<file path="src/rtl/lsfr_pkg.sv">
// ----------------------------------------------------------------------------
// lsfr_pkg - shared types and constants for the serial LCD refresh block
// Holds the queue entry format, command codes and the per-step byte encoder.
// ----------------------------------------------------------------------------
package lsfr_pkg;

    // Row address carried in the queue; covers up to 64 lines.
    localparam int ROW_MAX_W = 6;

    // Sync bytes and display commands.
    localparam logic [7:0] SYNC_CMD  = 8'hF8;
    localparam logic [7:0] SYNC_DATA = 8'hFA;
    localparam logic [7:0] CMD_EXT   = 8'h34;
    localparam logic [7:0] CMD_GFX   = 8'h36;
    localparam logic [7:0] CMD_ADDR  = 8'h80;
    localparam logic [7:0] NIB_MASK  = 8'hF0;

    // Output sequence of one line-start request: four commands of three bytes,
    // the data sync byte, then the two data nibbles.
    localparam int STEP_W = 4;
    localparam logic [STEP_W-1:0] STEP_FIRST   = 4'd0;
    localparam logic [STEP_W-1:0] STEP_EXT_SY  = 4'd0;
    localparam logic [STEP_W-1:0] STEP_EXT_HI  = 4'd1;
    localparam logic [STEP_W-1:0] STEP_EXT_LO  = 4'd2;
    localparam logic [STEP_W-1:0] STEP_ROW_SY  = 4'd3;
    localparam logic [STEP_W-1:0] STEP_ROW_HI  = 4'd4;
    localparam logic [STEP_W-1:0] STEP_ROW_LO  = 4'd5;
    localparam logic [STEP_W-1:0] STEP_COL_SY  = 4'd6;
    localparam logic [STEP_W-1:0] STEP_COL_HI  = 4'd7;
    localparam logic [STEP_W-1:0] STEP_COL_LO  = 4'd8;
    localparam logic [STEP_W-1:0] STEP_GFX_SY  = 4'd9;
    localparam logic [STEP_W-1:0] STEP_GFX_HI  = 4'd10;
    localparam logic [STEP_W-1:0] STEP_GFX_LO  = 4'd11;
    localparam logic [STEP_W-1:0] STEP_DSYNC   = 4'd12;
    localparam logic [STEP_W-1:0] STEP_DATA_HI = 4'd13;
    localparam logic [STEP_W-1:0] STEP_DATA_LO = 4'd14;

    // One request as classified by the front end.
    typedef struct packed {
        logic [7:0]           pixel_byte;
        logic                 line_start;
        logic                 line_end;
        logic [ROW_MAX_W-1:0] row;
    } t_item;

    // One output byte and its select release, before the last flag is added.
    typedef struct packed {
        logic [7:0] spi_byte;
        logic       end_of_select;
    } t_emit;

    function automatic logic [7:0] lsfr_hi(input logic [7:0] c);
        return c & NIB_MASK;
    endfunction

    function automatic logic [7:0] lsfr_lo(input logic [7:0] c);
        return {c[3:0], 4'h0};
    endfunction

    // Byte and select release for a given step of a request.
    function automatic t_emit lsfr_step_byte(input logic [STEP_W-1:0] step,
                                             input t_item it);
        t_emit      e;
        logic [7:0] row_cmd;
        row_cmd = CMD_ADDR | 8'(it.row);
        e.end_of_select = 1'b0;
        case (step)
            STEP_EXT_SY, STEP_ROW_SY, STEP_COL_SY, STEP_GFX_SY: begin
                e.spi_byte = SYNC_CMD;
            end
            STEP_EXT_HI: e.spi_byte = lsfr_hi(CMD_EXT);
            STEP_EXT_LO: begin
                e.spi_byte      = lsfr_lo(CMD_EXT);
                e.end_of_select = 1'b1;
            end
            STEP_ROW_HI: e.spi_byte = lsfr_hi(row_cmd);
            STEP_ROW_LO: begin
                e.spi_byte      = lsfr_lo(row_cmd);
                e.end_of_select = 1'b1;
            end
            STEP_COL_HI: e.spi_byte = lsfr_hi(CMD_ADDR);
            STEP_COL_LO: begin
                e.spi_byte      = lsfr_lo(CMD_ADDR);
                e.end_of_select = 1'b1;
            end
            STEP_GFX_HI: e.spi_byte = lsfr_hi(CMD_GFX);
            STEP_GFX_LO: begin
                e.spi_byte      = lsfr_lo(CMD_GFX);
                e.end_of_select = 1'b1;
            end
            STEP_DSYNC:   e.spi_byte = SYNC_DATA;
            STEP_DATA_HI: e.spi_byte = lsfr_hi(it.pixel_byte);
            STEP_DATA_LO: begin
                e.spi_byte      = lsfr_lo(it.pixel_byte);
                e.end_of_select = it.line_end;
            end
            default: e.spi_byte = SYNC_CMD;
        endcase
        return e;
    endfunction

endpackage

</file>
<file path="src/rtl/lsfr_front.sv">
// ----------------------------------------------------------------------------
// lsfr_front - raster position tracking
// Tags each accepted frame byte with line start, line end and row address.
// ----------------------------------------------------------------------------
module lsfr_front #(
    parameter int LINE_BYTES  = 18,
    parameter int FRAME_LINES = 32
) (
    input  logic            i_clk,
    input  logic            i_rst_n,
    input  logic            i_push,
    input  logic [7:0]      i_pixel_byte,
    input  logic            i_frame_start,
    output lsfr_pkg::t_item o_item
);

    localparam int COL_W = (LINE_BYTES  > 1) ? $clog2(LINE_BYTES)  : 1;
    localparam int ROW_W = (FRAME_LINES > 1) ? $clog2(FRAME_LINES) : 1;

    logic [COL_W-1:0] r_col, n_col, col_eff;
    logic [ROW_W-1:0] r_row, n_row, row_eff;
    logic             line_end;

    // Frame start forces row 0, column 0 before classification.
    assign col_eff  = i_frame_start ? '0 : r_col;
    assign row_eff  = i_frame_start ? '0 : r_row;
    assign line_end = (col_eff == COL_W'(LINE_BYTES - 1));

    always_comb begin
        o_item.pixel_byte = i_pixel_byte;
        o_item.line_start = (col_eff == '0);
        o_item.line_end   = line_end;
        o_item.row        = lsfr_pkg::ROW_MAX_W'(row_eff);
    end

    always_comb begin
        n_col = r_col;
        n_row = r_row;
        if (i_push) begin
            if (line_end) begin
                n_col = '0;
                n_row = (row_eff == ROW_W'(FRAME_LINES - 1)) ? '0 : row_eff + ROW_W'(1);
            end else begin
                n_col = col_eff + COL_W'(1);
                n_row = row_eff;
            end
        end
    end

    always_ff @(posedge i_clk) begin
        if (!i_rst_n) begin
            r_col <= '0;
            r_row <= '0;
        end else begin
            r_col <= n_col;
            r_row <= n_row;
        end
    end

endmodule

</file>
<file path="src/rtl/lsfr_queue.sv">
// ----------------------------------------------------------------------------
// lsfr_queue - two-entry request queue
// Decouples the front end from the byte sequencer; head is slot 0.
// ----------------------------------------------------------------------------
module lsfr_queue (
    input  logic            i_clk,
    input  logic            i_rst_n,
    input  logic            i_push,
    input  lsfr_pkg::t_item i_item,
    output logic            o_full,
    input  logic            i_pop,
    output logic            o_empty,
    output lsfr_pkg::t_item o_head
);

    logic [1:0]      r_count, n_count;
    lsfr_pkg::t_item r_slot0, r_slot1;

    assign o_full  = (r_count == 2'd2);
    assign o_empty = (r_count == 2'd0);
    assign o_head  = r_slot0;

    always_comb begin
        n_count = r_count;
        if (i_push && !i_pop) begin
            n_count = r_count + 2'd1;
        end else if (!i_push && i_pop) begin
            n_count = r_count - 2'd1;
        end
    end

    // Payload slots: shift on pop, fill the first free slot on push.
    always_ff @(posedge i_clk) begin
        if (i_pop) begin
            if (i_push && (r_count == 2'd1)) begin
                r_slot0 <= i_item;
            end else begin
                r_slot0 <= r_slot1;
            end
            if (i_push && (r_count != 2'd1)) begin
                r_slot1 <= i_item;
            end
        end else if (i_push) begin
            if (r_count == 2'd0) begin
                r_slot0 <= i_item;
            end else begin
                r_slot1 <= i_item;
            end
        end
    end

    always_ff @(posedge i_clk) begin
        if (!i_rst_n) begin
            r_count <= '0;
        end else begin
            r_count <= n_count;
        end
    end

endmodule

</file>
<file path="src/rtl/lsfr_back.sv">
// ----------------------------------------------------------------------------
// lsfr_back - byte sequencer
// Walks each queued request through its output bytes, one per cycle while the consumer keeps popping.
// ----------------------------------------------------------------------------
module lsfr_back (
    input  logic                 i_clk,
    input  logic                 i_rst_n,
    input  logic                 i_q_empty,
    input  lsfr_pkg::t_item      i_head,
    output logic                 o_q_pop,
    input  logic                 i_pop,
    output logic                 o_empty,
    output logic [7:0]           o_spi_byte,
    output logic                 o_end_of_select,
    output logic                 o_last
);

    logic                          r_active, n_active;
    logic [lsfr_pkg::STEP_W-1:0]   r_step, n_step, cur_step;
    logic                          r_valid, n_valid;
    logic [7:0]                    r_spi_byte;
    logic                          r_eos, r_last;
    logic                          emit;
    lsfr_pkg::t_emit               e;

    // Start a fresh request at the first command or straight at the data.
    assign cur_step = r_active ? r_step :
                      (i_head.line_start ? lsfr_pkg::STEP_FIRST : lsfr_pkg::STEP_DATA_HI);
    assign emit     = !i_q_empty && (!r_valid || i_pop);
    assign o_q_pop  = emit && (cur_step == lsfr_pkg::STEP_DATA_LO);
    assign e        = lsfr_pkg::lsfr_step_byte(cur_step, i_head);

    always_comb begin
        n_active = r_active;
        n_step   = r_step;
        n_valid  = r_valid;
        if (i_pop && r_valid) begin
            n_valid = 1'b0;
        end
        if (emit) begin
            n_valid = 1'b1;
            if (cur_step == lsfr_pkg::STEP_DATA_LO) begin
                n_active = 1'b0;
            end else begin
                n_active = 1'b1;
                n_step   = cur_step + lsfr_pkg::STEP_W'(1);
            end
        end
    end

    always_ff @(posedge i_clk) begin
        if (emit) begin
            r_spi_byte <= e.spi_byte;
            r_eos      <= e.end_of_select;
            r_last     <= (cur_step == lsfr_pkg::STEP_DATA_LO);
        end
    end

    always_ff @(posedge i_clk) begin
        if (!i_rst_n) begin
            r_active <= 1'b0;
            r_step   <= lsfr_pkg::STEP_FIRST;
            r_valid  <= 1'b0;
        end else begin
            r_active <= n_active;
            r_step   <= n_step;
            r_valid  <= n_valid;
        end
    end

    assign o_empty         = !r_valid;
    assign o_spi_byte      = r_spi_byte;
    assign o_end_of_select = r_eos;
    assign o_last          = r_last;

    a_step_range: assert property (@(posedge i_clk) disable iff (!i_rst_n)
        r_active |-> (r_step <= lsfr_pkg::STEP_DATA_LO))
        else $error("sequencer step out of range");

    a_done_clears: assert property (@(posedge i_clk) disable iff (!i_rst_n)
        o_q_pop |=> !r_active && r_valid && r_last)
        else $error("request retired without last byte");

    a_active_has_head: assert property (@(posedge i_clk) disable iff (!i_rst_n)
        r_active |-> !i_q_empty)
        else $error("sequencer mid-request with empty queue");

    a_cmd_release: assert property (@(posedge i_clk) disable iff (!i_rst_n)
        (r_valid && r_eos && !r_last) |-> (r_spi_byte[3:0] == 4'h0))
        else $error("select released on a non-nibble byte");

endmodule

</file>
<file path="src/rtl/lcd_serial_frame_refresh.sv">
// ----------------------------------------------------------------------------
// lcd_serial_frame_refresh - serial byte stream for a graphics LCD refresh
// Turns raster-order frame bytes into framed command and data bytes.
// ----------------------------------------------------------------------------
// Push frame bytes in raster order, LINE_BYTES per line and FRAME_LINES lines
// per frame; pop the byte stream for the display's serial port. A byte that
// opens a line produces 15 output bytes (four commands of sync, high nibble and
// low nibble each under its own select, the data sync byte, then the pixel
// nibbles); any other byte produces 2. The back-end sequencer moves at most one
// output byte per cycle, so a line yields 13 + 2 * LINE_BYTES output bytes. The
// input side sits behind a two-entry queue and accepts up to two requests,
// counting the one in the sequencer, while it or the consumer stalls. Assert
// frame_start with a byte to force it to row 0, column 0. end_of_select marks
// the byte after which chip select is released; last marks the final byte
// caused by one pushed request. No clearing pass: the block takes requests as
// soon as reset is released.
// ----------------------------------------------------------------------------
module lcd_serial_frame_refresh #(
    parameter int LINE_BYTES  = 18,
    parameter int FRAME_LINES = 32
) (
    input  logic       i_clk,
    input  logic       i_rst_n,
    // request side
    input  logic       i_push,
    output logic       o_full,
    input  logic [7:0] i_pixel_byte,
    input  logic       i_frame_start,
    // result side
    output logic       o_empty,
    input  logic       i_pop,
    output logic [7:0] o_spi_byte,
    output logic       o_end_of_select,
    output logic       o_last
);

    lsfr_pkg::t_item item_in;
    lsfr_pkg::t_item head;
    logic            accept;
    logic            q_empty;
    logic            q_pop;

    // Accept a request whenever the queue has room.
    assign accept = i_push && !o_full;

    // Front: track row and column, classify each byte.
    lsfr_front #(
        .LINE_BYTES  (LINE_BYTES),
        .FRAME_LINES (FRAME_LINES)
    ) u_front (
        .i_clk         (i_clk),
        .i_rst_n       (i_rst_n),
        .i_push        (accept),
        .i_pixel_byte  (i_pixel_byte),
        .i_frame_start (i_frame_start),
        .o_item        (item_in)
    );

    // Queue: hold classified requests between the two sides.
    lsfr_queue u_queue (
        .i_clk   (i_clk),
        .i_rst_n (i_rst_n),
        .i_push  (accept),
        .i_item  (item_in),
        .o_full  (o_full),
        .i_pop   (q_pop),
        .o_empty (q_empty),
        .o_head  (head)
    );

    // Back: advance through the bytes of the head request into the output register.
    lsfr_back u_back (
        .i_clk           (i_clk),
        .i_rst_n         (i_rst_n),
        .i_q_empty       (q_empty),
        .i_head          (head),
        .o_q_pop         (q_pop),
        .i_pop           (i_pop),
        .o_empty         (o_empty),
        .o_spi_byte      (o_spi_byte),
        .o_end_of_select (o_end_of_select),
        .o_last          (o_last)
    );

endmodule

</file>
<file path="config.mk">
export PLATFORM = sky130hd
export DESIGN_NAME = lcd_serial_frame_refresh
export DESIGN_NICKNAME = d
export VERILOG_FILES = /design/src/rtl/lsfr_pkg.sv /design/src/rtl/lsfr_front.sv /design/src/rtl/lsfr_queue.sv /design/src/rtl/lsfr_back.sv /design/src/rtl/lcd_serial_frame_refresh.sv
export SDC_FILE = /design/constraint.sdc
export NUM_CORES = 1
export LEC_CHECK = 0
export ABC_AREA = 1
export BUFFER_PORTS_ARGS = -buffer_cell sky130_fd_sc_hd__buf_2
export CORE_AREA = 2 2 83 85
export CTS_CLUSTER_SIZE = 20
export DETAILED_ROUTE_END_ITERATION = 16
export DIE_AREA = 0 0 85 87
export PLACE_DENSITY_LB_ADDON = 0.05
export SYNTH_ARGS = -nofsm -noshare
export SYNTH_HDL_FRONTEND = slang
export SYNTH_SLANG_ARGS = --single-unit
</file>
<file path="constraint.sdc">
create_clock -name i_clk -period 3 [get_ports i_clk]
set_input_delay 0.15 -clock i_clk [delete_from_list [all_inputs] [get_ports i_clk]]
set_output_delay 0.15 -clock i_clk [all_outputs]
set_load 0.05 [all_outputs]
</file>
; ---- Word-level counts from Yosys, hierarchy flattened
; Index checks and enable logic that the tools add are counted.
[op_classes]
n_addsub = 5
eq_ne = 18
n_mux = 22
bitwise = 1
reduce_logical = 25
[op_table]
columns = cell, n
row1 = $mux 16, 8
row2 = $pmux 8 s10, 1
row3 = $mux 5, 5
row4 = $eq 4x4->1 const B, 6
row5 = $eq 4x3->1 const B, 3
row6 = $add 5x1->5 const B, 2
row7 = $eq 5x5->1 const B, 2
row8 = $logic_and 1x1->1, 8
row9 = $mux 4, 2
row10 = $reduce_bool 2->1, 4
row11 = $logic_not 1->1, 5
row12 = $logic_not 5->1, 1
row13 = $add 4x1->4 const B, 1
row14 = $eq 4x1->1 const B, 1
row15 = $eq 4x2->1 const B, 1
row16 = $mux 2, 2
row17 = $ne 2x2->1 const B, 2
row18 = $reduce_and 2->1, 2
row19 = $reduce_or 4->1, 1
row20 = $mux 1, 3
row21 = $reduce_and 3->1, 1
row22 = $add 2x1->2 const B, 1
row23 = $eq 2x1->1 const B, 1
row24 = $eq 2x2->1 const B, 1
row25 = 7 further kinds, 7
[totals]
register_bits = 60
in_bits = 13
out_inout_bits = 12
word_cells = 88

; ---- Logic depth before layout (Yosys ltp)
[depth]
ltp_word = 7
mapped_depth = 15
ltp_nobuf = 14

; ---- By module
; A second synthesis with hierarchy kept.
[unflattened]
hier_cells = 356
hier_area_um2 = 3135.5
[modules_own_cells]
columns = module, n_inst, cells_each, area_each_um2, seq_area_each_um2
row1 = lsfr_queue, 1, 115, 1433.9, 1001.0
row2 = lsfr_back, 1, 128, 920.9, 360.3
row3 = lsfr_front, 1, 111, 770.7, 200.2
row4 = lcd_serial_frame_refresh, 1, 2, 10.0, 0.0

; ---- Worst setup path after synthesis
; Ideal clock, no wire load.
[synth_timing]
path_type = register to register
startpoint = reg u_queue.r_count[0]
endpoint = reg u_queue.r_slot0, in the netlist u_queue.o_head[0] (enable)
setup_ns = 0.392
arrival_ns = 2.595
required_ns = 2.608
setup_slack_ns = 0.013
path_stages_with_launch = 8
path_buffers = 1
period_less_slack_ns = 2.987
cell_sequence = dfxtp_1 > inv_1 > ha_1 > a21oi_1 > nand2_2 > buf_4 > ha_1 > a21oi_1
[synth_between]
elab_chain_cells = 6
word_cells_on_any_way = 10
classes_between = 1 x eq/ne / 9 x reduce/logical
[synth_lines]
columns = element, line
row1 = "start, declared", lsfr_queue.sv:16  ; logic [1:0] r_count, n_count;
row2 = "start signal, assigned", lsfr_queue.sv:56  ; r_count <= n_count;
row3 = $logic_not 2->1 *, lsfr_queue.sv:20  ; assign o_empty = (r_count == 2'd0);
row4 = $logic_not 1->1 *, lsfr_back.sv:29  ; assign emit = !i_q_empty && (!r_valid || i_pop);
row5 = $logic_and 1x1->1 *, lsfr_back.sv:29
row6 = named net u_back.emit, lsfr_back.sv:23  ; logic emit;
row7 = $logic_and 1x1->1 *, lsfr_back.sv:30  ; assign o_q_pop = emit && (cur_step == lsfr_pkg::STEP_DATA_LO);
row8 = $reduce_bool 2->1 (no source line), --
row9 = $reduce_and 2->1 (no source line) *, --
row10 = "end signal, assigned", lsfr_queue.sv:36  ; r_slot0 <= i_item;
row11 = "end signal, assigned", lsfr_queue.sv:38  ; r_slot0 <= r_slot1;
row12 = "end signal, assigned", lsfr_queue.sv:45  ; r_slot0 <= i_item;
row13 = "end, declared", lsfr_queue.sv:17  ; lsfr_pkg::t_item r_slot0, r_slot1;
; The timed path passes the listed nets; every way through them passes the cells marked *.
; A chain may end at the register's enable or synchronous reset.

; ---- Worst setup path in the final report
[layout_timing]
startpoint = reg u_back.r_active
endpoint = reg u_queue.r_slot1[15] (netlist bit) (enable)
[layout_between]
elab_chain_cells = 5
word_cells_on_any_way = 7
classes_between = 3 x eq/ne / 1 x mux / 3 x reduce/logical
[layout_lines]
columns = element, line
row1 = "start, declared", lsfr_back.sv:18  ; logic r_active, n_active;
row2 = "start signal, assigned", lsfr_back.sv:65  ; r_active <= n_active;
row3 = $mux 4 *, lsfr_back.sv:27  ; assign cur_step = r_active ? r_step :
row4 = $eq 4x4->1 *, lsfr_back.sv:30
row5 = $logic_and 1x1->1 *, lsfr_back.sv:30
row6 = $ne 2x2->1 (no source line) or $reduce_bool 2->1 (tied branches), --
row7 = $reduce_and 3->1 (no source line) *, --
row8 = "end signal, assigned", lsfr_queue.sv:41  ; r_slot1 <= i_item;
row9 = "end signal, assigned", lsfr_queue.sv:47  ; r_slot1 <= i_item;
row10 = "end, declared", lsfr_queue.sv:17
; Every way passes the cells marked *; elsewhere a longest branch is shown, timed or not.

==> results.cfg <==
[run_status]
status = finished clean

[worst_setup_path]
rrSetupSlack_ns = 0.37
crit_arrival_ns = 2.64
r2r_start = u_back.r_active
reg2reg_depth = 11
worstSetupStartpointType = flop
end_kind = flop
cp_max_fo = 15
path_class = reg -> reg
r2r_end = u_queue.r_slot1[15]
crit_required_ns = 3.01

[yosys]
seq_area_frac_synth = 0.531
yosys_warnings = 0
netlist_area_um2 = 2830
synth.largest_area_cell = edfxtp_1
synth-seq-cells = 56
netlist_top_cells_area = edfxtp_1 (40%), dfxtp_1 (13%), nand2_1 (12%), ha_1 (6.2%), inv_1 (5.6%)
postSynthCellCount = 328
syn_area_per_cell_um2 = 8.62
synth.distinct_cells = 26
synthDominantCellAreaShare = 0.403

[hold_path]
holdPathEnd = u_queue.r_slot1[13]
hold_class = in -> reg
hold_path_depth = 1
min_from = i_pixel_byte[5]

[layout]
final_common_cell = nand2_1
multi_input_area_um2 = 1120
nets = 383
layout_common_cells = nand2_1 (93), inv_1 (42), edfxtp_1 (38)
antennaDiodeCount = 0
num-fill-cells = 629
drive_gt1_frac = 0.120
final_cell_area_um2 = 3110
stdcell_count = 437
fin_util = 0.474
syn2layout_area_growth_pct = 10.0
seq_area_um2 = 1500

[cts]
clk-insertion-delay-late_ns = 0.31
cts_root_buf = clkbuf_8
cts_inserted_buffers = 5
cts_tree = done
cts_buffer_depth = 2
postCtsSetupRepairBufs = 0
cts_resized = 0
cts_hold_buffers = 0
clkTransAtPathRegs_ns = 0.09
htreeDepth = 2
clock_sinks = 56

[power_and_ir_drop]
p_sw_frac = 0.340
p_sw_w = 0.000652
pwr-share-comb = 0.261
worst_ir_drop_vdd_mv = 0.365
p_clk_frac = 0.214
p_per_area_nw_per_um2 = 616
static-leakage-power_nw = 1.34
seq_power_share = 0.525
p_int_w = 0.00127

[timing]
slew_viol_final = 0
setup_viol = 0
whs_ns = 0.0284
rsz0062_at_grt = false
hold_violations = 0
finalCritPeriodShare = 0.877
fmax_mhz = 380
min_period_ns = 2.63
fin_skew_ns = 0.0122
fin_setup_tns_ns = 0

[global_routing]
grt_pass1_wl_mm = 8.84
antenna_found_initial = 0
grt_max_degree = 23
grt_usage = 0.153
grt_pass1_vias = 1933
grt-ovfl-total = 0

[die]
rows = 30
core_region_area_um2 = 6570
dieWidth_um = 85
die_height_um = 87
dieArea_um2 = 7400
start_util = 0.431
io_pins = 25

[run]
maxCapViolCount = 0

[routing]
avgRoutedWirePerCell_um = 12.3
drtIter0Drc = 96
routed_via_density = 4.78
antenna_left = 0
drt-total-wl_mm = 5.40
vias = 2087
firstDrtPassIters = 4
drc_errors = 0

[placed_design]
dpl-instance-area_um2 = 3030
post-dp-hpwl_mm = 4.07
place_congestion = 0.832
place_inst = 429
port-buffer-count = 22
## layout make-up
cell class | count | share of cell area
Sequential cell | 56 | 0.482
Multi-Input combinational cell | 224 | 0.360
Inverter | 42 | 0.0506
Timing Repair Buffer | 27 | 0.0474
Tap cell | 80 | 0.0322
Clock buffer | 6 | 0.0233
Clock inverter | 2 | 0.00442
## state kept, by name (all words and copies together), names as in the netlist
register,flops
u_back.r_step,4
u_queue.r_count,2
u_queue.o_head,15
u_back.r_active,1
u_back.o_spi_byte,6
u_queue.r_slot1,15
u_front.r_col,5
u_front.r_row,5
u_back.o_last,1
u_back.r_valid,1
u_back.o_end_of_select,1
## power by group through the flow
stage	Clock (W)	Sequential, W	Combinational, W
after floorplan	0	0.00112	0.000280
after global placement	0	0.00103	0.000504
after detailed placement	0	0.00102	0.000506
after CTS	0.000424	0.00101	0.000507
after global routing	0.000450	0.00102	0.000557
final	0.000411	0.00101	0.000501
## cells in the mapped netlist
library cell  instances
a21oi_1              14
and2_1                1
buf_2                 1
buf_4                 3
buf_6                 2
clkbuf_1              1
conb_1                1
dfxtp_1              18
edfxtp_1             38
ha_1                 14
inv_1                42
nand2_1              93
nand2_2               4
nand3_1              23
nand4_1               4
nor2_1               32
nor2_2                1
nor2_4                2
nor3b_1               1
o211ai_1              1
o21ai_0              19
o21ai_1               5
o22ai_1               1
or2_2                 2
xnor2_1               2
xor2_1                3
## worst max-delay path: stages (launching register included)
cell     delay, ns
dfxtp_1       0.45
inv_1         0.06
nand2_1       0.15
nand2_1       0.14
inv_1         0.12
ha_1          0.26
inv_1         0.10
nor2_4        0.19
nand2_2       0.22
ha_1          0.27
a21oi_1       0.12
buf_4         0.25
## stage by stage
stage,total power (W),worst slack (ns)
4_1_cts,0.00194,0.360
3_3_place_gp,0.00153,0.450
2_1_floorplan,0.00140,0.0126
6_report,0.00192,0.369
5_1_grt,0.00203,0.0867
3_5_place_dp,0.00153,0.384
## logic make-up after synthesis
logic type / count (synthesis) / share of synthesized area
buffers and inverters: 49 / 0.0747
adders and majority gates: 14 / 0.0619
and+or+nand+nor: 163 / 0.244
xor gates and xnor gates: 5 / 0.0155
DFF: 56 / 0.531
other: 1 / 0.00133
AOI/OAI and AO/OA: 40 / 0.0721
## per-layer routing
| metal | part of all wire | GRT usage | up-vias |
|---|---|---|---|
| met5 | 0 | 0 | - |
| met4 | 0.020 | 0.0548 | 0 |
| met3 | 0.021 | 0.0284 | 9 |
| met2 | 0.47 | 0.261 | 23 |
| met1 | 0.49 | 0.194 | 940 |
| li1 | - | - | 1115 |
## worst max path at each step
stage | from | to | slack (ns) | cells after the start
3_3_place_gp | u_back.r_active | u_queue.r_slot1[13] | 0.45 | 11
2_1_floorplan | u_queue.r_count[0] | u_queue.o_head[0] | 0.01 | 7
6_report | u_back.r_active | u_queue.r_slot1[15] | 0.37 | 11
5_1_grt | u_back.r_active | u_queue.r_slot1[8] | 0.09 | 11
3_5_place_dp | u_back.r_active | u_queue.r_slot1[13] | 0.38 | 11
4_1_cts | u_back.r_active | u_queue.r_slot1[13] | 0.36 | 11
Note: power is estimated with default switching activity, not from simulation.
